### config.mk
export PLATFORM = sky130hd
export DESIGN_NAME = cnv_cell
export DESIGN_NICKNAME = d
export VERILOG_FILES = /design/src/sv/cnv_pkg.sv /design/src/sv/cnv_cell.sv
export SDC_FILE = /design/constraint.sdc
export NUM_CORES = 2
export LEC_CHECK = 0
export BUFFER_PORTS_ARGS = -buffer_cell sky130_fd_sc_hd__buf_2
export CORE_MARGIN = 5
export CORE_UTILIZATION = 40
export CTS_BUF_LIST = sky130_fd_sc_hd__clkbuf_4 sky130_fd_sc_hd__clkbuf_8
export CTS_CLUSTER_DIAMETER = 120
export DETAILED_ROUTE_END_ITERATION = 12
export PLACE_DENSITY = 0.58
export SYNTH_ARGS = -nofsm -noshare
export SYNTH_HDL_FRONTEND = slang
export SYNTH_SLANG_ARGS = --single-unit
### constraint.sdc
create_clock -name clk -period 6.35 [get_ports clk]
set_input_delay 1.27 -clock clk [delete_from_list [all_inputs] [get_ports clk]]
set_output_delay 1.27 -clock clk [all_outputs]
set_load 0.01 [all_outputs]
### src/sv/cnv_pkg.sv
// Shared types and fixed constants for the 7x7 convolution stream.
// No dependencies; imported by cnv_cell and conv7x7_relu_stream.

package cnv_pkg;

    localparam int COORD_W    = 6;
    localparam int FEATURE_W  = 29;
    localparam int CFG_IDX_W  = 2;
    localparam int CFG_DATA_W = 7;
    localparam int WIDX_W     = 6;
    localparam int PHASE_W    = 2;
    localparam logic [PHASE_W-1:0] LAST_PHASE = 2'd2;

    typedef enum logic [CFG_IDX_W-1:0] {
        REG_CHANNEL = 2'd0,
        REG_WIDTH   = 2'd1,
        REG_HEIGHT  = 2'd2,
        REG_NONE    = 2'd3
    } cfg_reg_t;

    // Per-cycle controls broadcast from the sequencer to every cell.
    typedef struct packed {
        logic adv;
        logic rd_en;
        logic wr_en;
        logic wt_en;
    } cnv_ctrl_t;

endpackage

### src/sv/cnv_cell.sv
// One kernel-row cell: line buffer row (when HAS_MEM), window row, weights and row products.
// Depends on cnv_pkg.

module cnv_cell
    import cnv_pkg::*;
#(
    parameter int KERNEL      = 7,
    parameter int MAX_WIDTH   = 64,
    parameter int PIXEL_BITS  = 8,
    parameter int WEIGHT_BITS = 16,
    parameter int ROW         = 0,
    parameter bit HAS_MEM     = 1'b1
)
(
    input  logic                                   clk,
    input  cnv_ctrl_t                              ctrl,
    input  logic [$clog2(MAX_WIDTH)-1:0]           rd_addr,
    input  logic [$clog2(MAX_WIDTH)-1:0]           wr_addr,
    input  logic [PIXEL_BITS-1:0]                  feed,
    input  logic [WIDX_W-1:0]                      wt_idx,
    input  logic signed [WEIGHT_BITS-1:0]          wt_val,
    output logic [PIXEL_BITS-1:0]                  col_data,
    output logic signed [PIXEL_BITS+WEIGHT_BITS+$clog2(KERNEL):0] row_sum
);

    localparam int ADDR_W = $clog2(MAX_WIDTH);
    localparam int PROD_W = PIXEL_BITS + WEIGHT_BITS + 1;
    localparam int ROW_W  = PROD_W + $clog2(KERNEL);

    logic [PIXEL_BITS-1:0]         win_reg  [KERNEL];
    logic signed [WEIGHT_BITS-1:0] wt_reg   [KERNEL];
    logic signed [PROD_W-1:0]      prod_reg [KERNEL];
    logic signed [ROW_W-1:0]       sum_reg;
    logic signed [ROW_W-1:0]       sum_next;

    generate
        if (HAS_MEM) begin : g_mem
            logic [PIXEL_BITS-1:0] mem [MAX_WIDTH];
            logic [PIXEL_BITS-1:0] rd_reg;

            // The read leads the write by one request; consecutive pixels
            // never share a column, so no bypass is needed.
            always_ff @(posedge clk)
            begin
                if (ctrl.adv && ctrl.rd_en)
                begin
                    rd_reg <= mem[rd_addr];
                end
                if (ctrl.adv && ctrl.wr_en)
                begin
                    mem[wr_addr] <= feed;
                end
            end
            assign col_data = rd_reg;
        end else begin : g_nomem
            assign col_data = (rd_addr == wr_addr) ? feed : feed;
        end
    endgenerate

    always_ff @(posedge clk)
    begin
        if (ctrl.adv)
        begin
            if (ctrl.wr_en)
            begin
                for (int c = 0; c < KERNEL - 1; c++)
                begin
                    win_reg[c] <= win_reg[c+1];
                end
                win_reg[KERNEL-1] <= col_data;
            end
            for (int c = 0; c < KERNEL; c++)
            begin
                if (ctrl.wt_en && (32'(wt_idx) == ROW * KERNEL + c))
                begin
                    wt_reg[c] <= wt_val;
                end
                prod_reg[c] <= $signed({1'b0, win_reg[c]}) * wt_reg[c];
            end
            sum_reg <= sum_next;
        end
    end

    always_comb
    begin
        sum_next = '0;
        for (int c = 0; c < KERNEL; c++)
        begin
            sum_next = sum_next + ROW_W'(prod_reg[c]);
        end
    end

    assign row_sum = sum_reg;

endmodule

==> impl_metrics.toml <==
[sta]
timing.fmax_mhz = 176
finalCritPeriodShare_pct = 89.4
hold_viol_final = 0
fin_tns_setup_ps = 0
finClkSkew_ps = 58.1
setup_slack_ps = 671
report.final.slew_viol_count = 0
period_needed_ps = 5680
setup_viol = 0
rsz0062_at_grt = "no"
worstMarginPinSlew_ps = 1310
maxSlewHeadroom_pct = 13.0

[yosys]
synthArstFlopShare_pct = 0
syn_area_per_cell_um2 = 12.1
synthCells = 5659
synth.distinct_cells = 66
yosys_warnings = 0
syn_nets = 6926
ys_ff_latch = 891
synth-edff-count = 891
synth-seq-area-share_pct = 39.1
syn_area_um2 = 68400
synthFlopType = "edfxtp_1"

[detailed_routing]
highest_layer = "met4"
wirelength_um = 168000
drtAntennaViolNets = 0
dr.pass1.iters = 6
met2_wirelength_um = 80800
drt-initial-drc-count = 2752
via_per_inst = 4.99
wl_per_cell_um = 20.6
route.detailed.drc = 0
wl_met1_um = 70300
met3_length_um = 10100
via_count = 40700

[pwr]
vdd_drop_max_mv = 1.24
powerDensity_nw_per_um2 = 554
leakage_nw = 32.9

[layout]
post-route-util_pct = 44.0
area_delta_synth_final_pct = 9.19
seq_area_um2 = 26800
fillers = 15700
multi_input_area_um2 = 35900
final_cell_mix = "inv_1 (1391), edfxtp_1 (891), fa_1 (841)"
final_common_cell = "inv_1"
largest_register_ff_count = 512
drive_above_1_share_pct = 9.35
nets = 7078

[setup_path]
slowest_delay_ps = 840
path_cells = "nand2_1 -> fa_1 -> inv_1 -> fa_1 -> fa_1 -> inv_1 -> fa_1 -> inv_1 -> ha_1 -> nand3_1 -> a21boi_0 -> and3_1 -> a31oi_1 -> a31oi_1 -> o21ai_0 -> or4_1 -> nand3_1"
cp_num_buf_inv = 3
critPathTopFamily = "adder cells"
crit_top_cell = "fa_1"
startpoint_type = "flip-flop"
end_kind = "flip-flop"
crit_required_ps = 7080
worst-path-max-fanout = 17
cpMaxStageDelayCell = "edfxtp_1"
crit_type = "reg2reg"
cp.arrival_ps = 6410

[clock_network]
hold_buffers = 0
post_cts_resized = 0
post_cts_buffers = 0
clk_pin_slew_worst_paths_ps = 60
htreeDepth = 4
cts_tree = "built"
numCtsBuffers = 160
cts.sinks = 891
cts-root-buf = "clkbuf_8"
cts.path.max_buffers = 3
insertion_delay_ps = 910

[floorplan]
die_w_um = 423
die_y_um = 423
rows = 151
core_area_um2 = 170000
io_pins = 83
start_util_pct = 40.3
die_area_um2 = 179000

[placement]
dp_hpwl_um = 125000
gp_congestion = 0.893
place_ws_ps = 672
io_buffers = 82

[global_route]
antenna_found_initial = 15
grt_pass1_vias = 44500
grt_use_total_pct = 19.4
grt_overflow = 0
grt_first_pass_wirelength_um = 265000
grt_max_degree = 131

[status]
status = "finished, final reports clean"

[job]
max-cap-violations = 0

[worst_hold_path]
hold_class = "reg2reg"
-- power breakdown --
| part | leakage [nW] | switching, mW | internal (mW) |
|---|---|---|---|
| clock network | 1.71 | 2.60 | 3.00 |
| registers | 8.20 | 0.503 | 8.42 |
| logic | 23.0 | 15.9 | 10.9 |
| total | 32.9 | 19.0 | 22.3 |
-- final timing paths --
path / slack, ps / start / cells after the start / endpoint
max reg2reg: 670 / win_reg[3][3] / 17 / prod_reg[3][24]
max: 670 / win_reg[3][3] / 17 / prod_reg[3][24]
min reg2reg: 570 / col_data[4] / 0 / win_reg[6][4]
min: 570 / col_data[4] / 0 / win_reg[6][4]
-- area by class of cell --
type                    instances  share of cell area [%]
multi-input cells            3255                    48.1
flip-flops and latches        891                    35.8
inverters                    1392                    7.00
well taps                    2218                    3.72
clock buffers                 196                    3.32
clock inverters                82                    1.05
repair buffers                111                   0.920
diodes                         10                  0.0335
-- logic make-up (layout without fill, tap and decap cells) --
kind of cell | after synthesis | in the layout | synth area share (%)
XOR/XNOR | 182 | 182 | 2.33
buffers and inverters | 1513 | 1781 | 8.34
AO/OA/AOI/OAI | 435 | 435 | 4.13
multiplexers | 170 | 170 | 5.42
AND/OR/NAND/NOR | 1248 | 1248 | 9.08
other | 0 | 10 | 0
flip-flops | 891 | 891 | 39.1
adder cells (fa/ha/maj) | 1220 | 1220 | 31.6
-- worst register-to-register path: cells and delay by family (launching register included) --
| family | cells | cell delay [ps] |
|---|---|---|
| simple gates | 5 | 1190 |
| buf+inv | 3 | 150 |
| compound gates | 4 | 950 |
| fa+ha+maj | 5 | 2410 |
| flops | 1 | 840 |
-- layer usage --
metal,up-vias,GRT usage [%]
met5,-,0
met4,0,6.92
met3,261,3.15
met2,1111,32.3
met1,20900,25.8
li1,18400,-
-- stage by stage --
stage          total power, mW  hold WS (ps)  area (µm²)  std cells
2_1_floorplan             29.0           499       68400       5659
3_3_place_gp              35.5           591       71400       7867
3_5_place_dp              35.7           589       71400       7867
4_1_cts                   41.5           604       74600       8145
5_1_grt                   44.9           589       74600       8147
6_report                  41.4           569       74700       8155
-- cells in the mapped netlist, drive strengths merged, types with 3 or more instances --
library cell	number	area share (%)
a21bo	3	0.044
or4	3	0.038
and3	5	0.046
or3	3	0.027
nand3	20	0.15
xnor2	151	1.9
nor2b	26	0.24
nand2b	22	0.20
o31a	6	0.077
nor2	143	0.79
a41oi	4	0.051
fa	841	25
a21oi	153	1.1
o21a	23	0.25
o22ai	4	0.037
clkbuf	98	0.54
a31oi	8	0.073
nand2	493	2.7
a2111oi	6	0.077
nand4	9	0.082
o21bai	21	0.23
a221o	5	0.073
inv	1392	7.6
mux2i	10	0.15
edfxtp	891	39
nand3b	5	0.055
ha	379	6.9
a211o	3	0.038
a211oi	19	0.22
mux4	160	5.3
and2	481	4.4
a31o	7	0.090
xor2	31	0.40
buf	23	0.16
a21boi	9	0.099
or2	7	0.064
o31ai	4	0.044
nor3	15	0.11
a21o	59	0.65
nor4	6	0.055
o21ai	70	0.51
a221oi	6	0.10
o211ai	12	0.13
or3b	6	0.077
(Power assumes the default switching activity.)
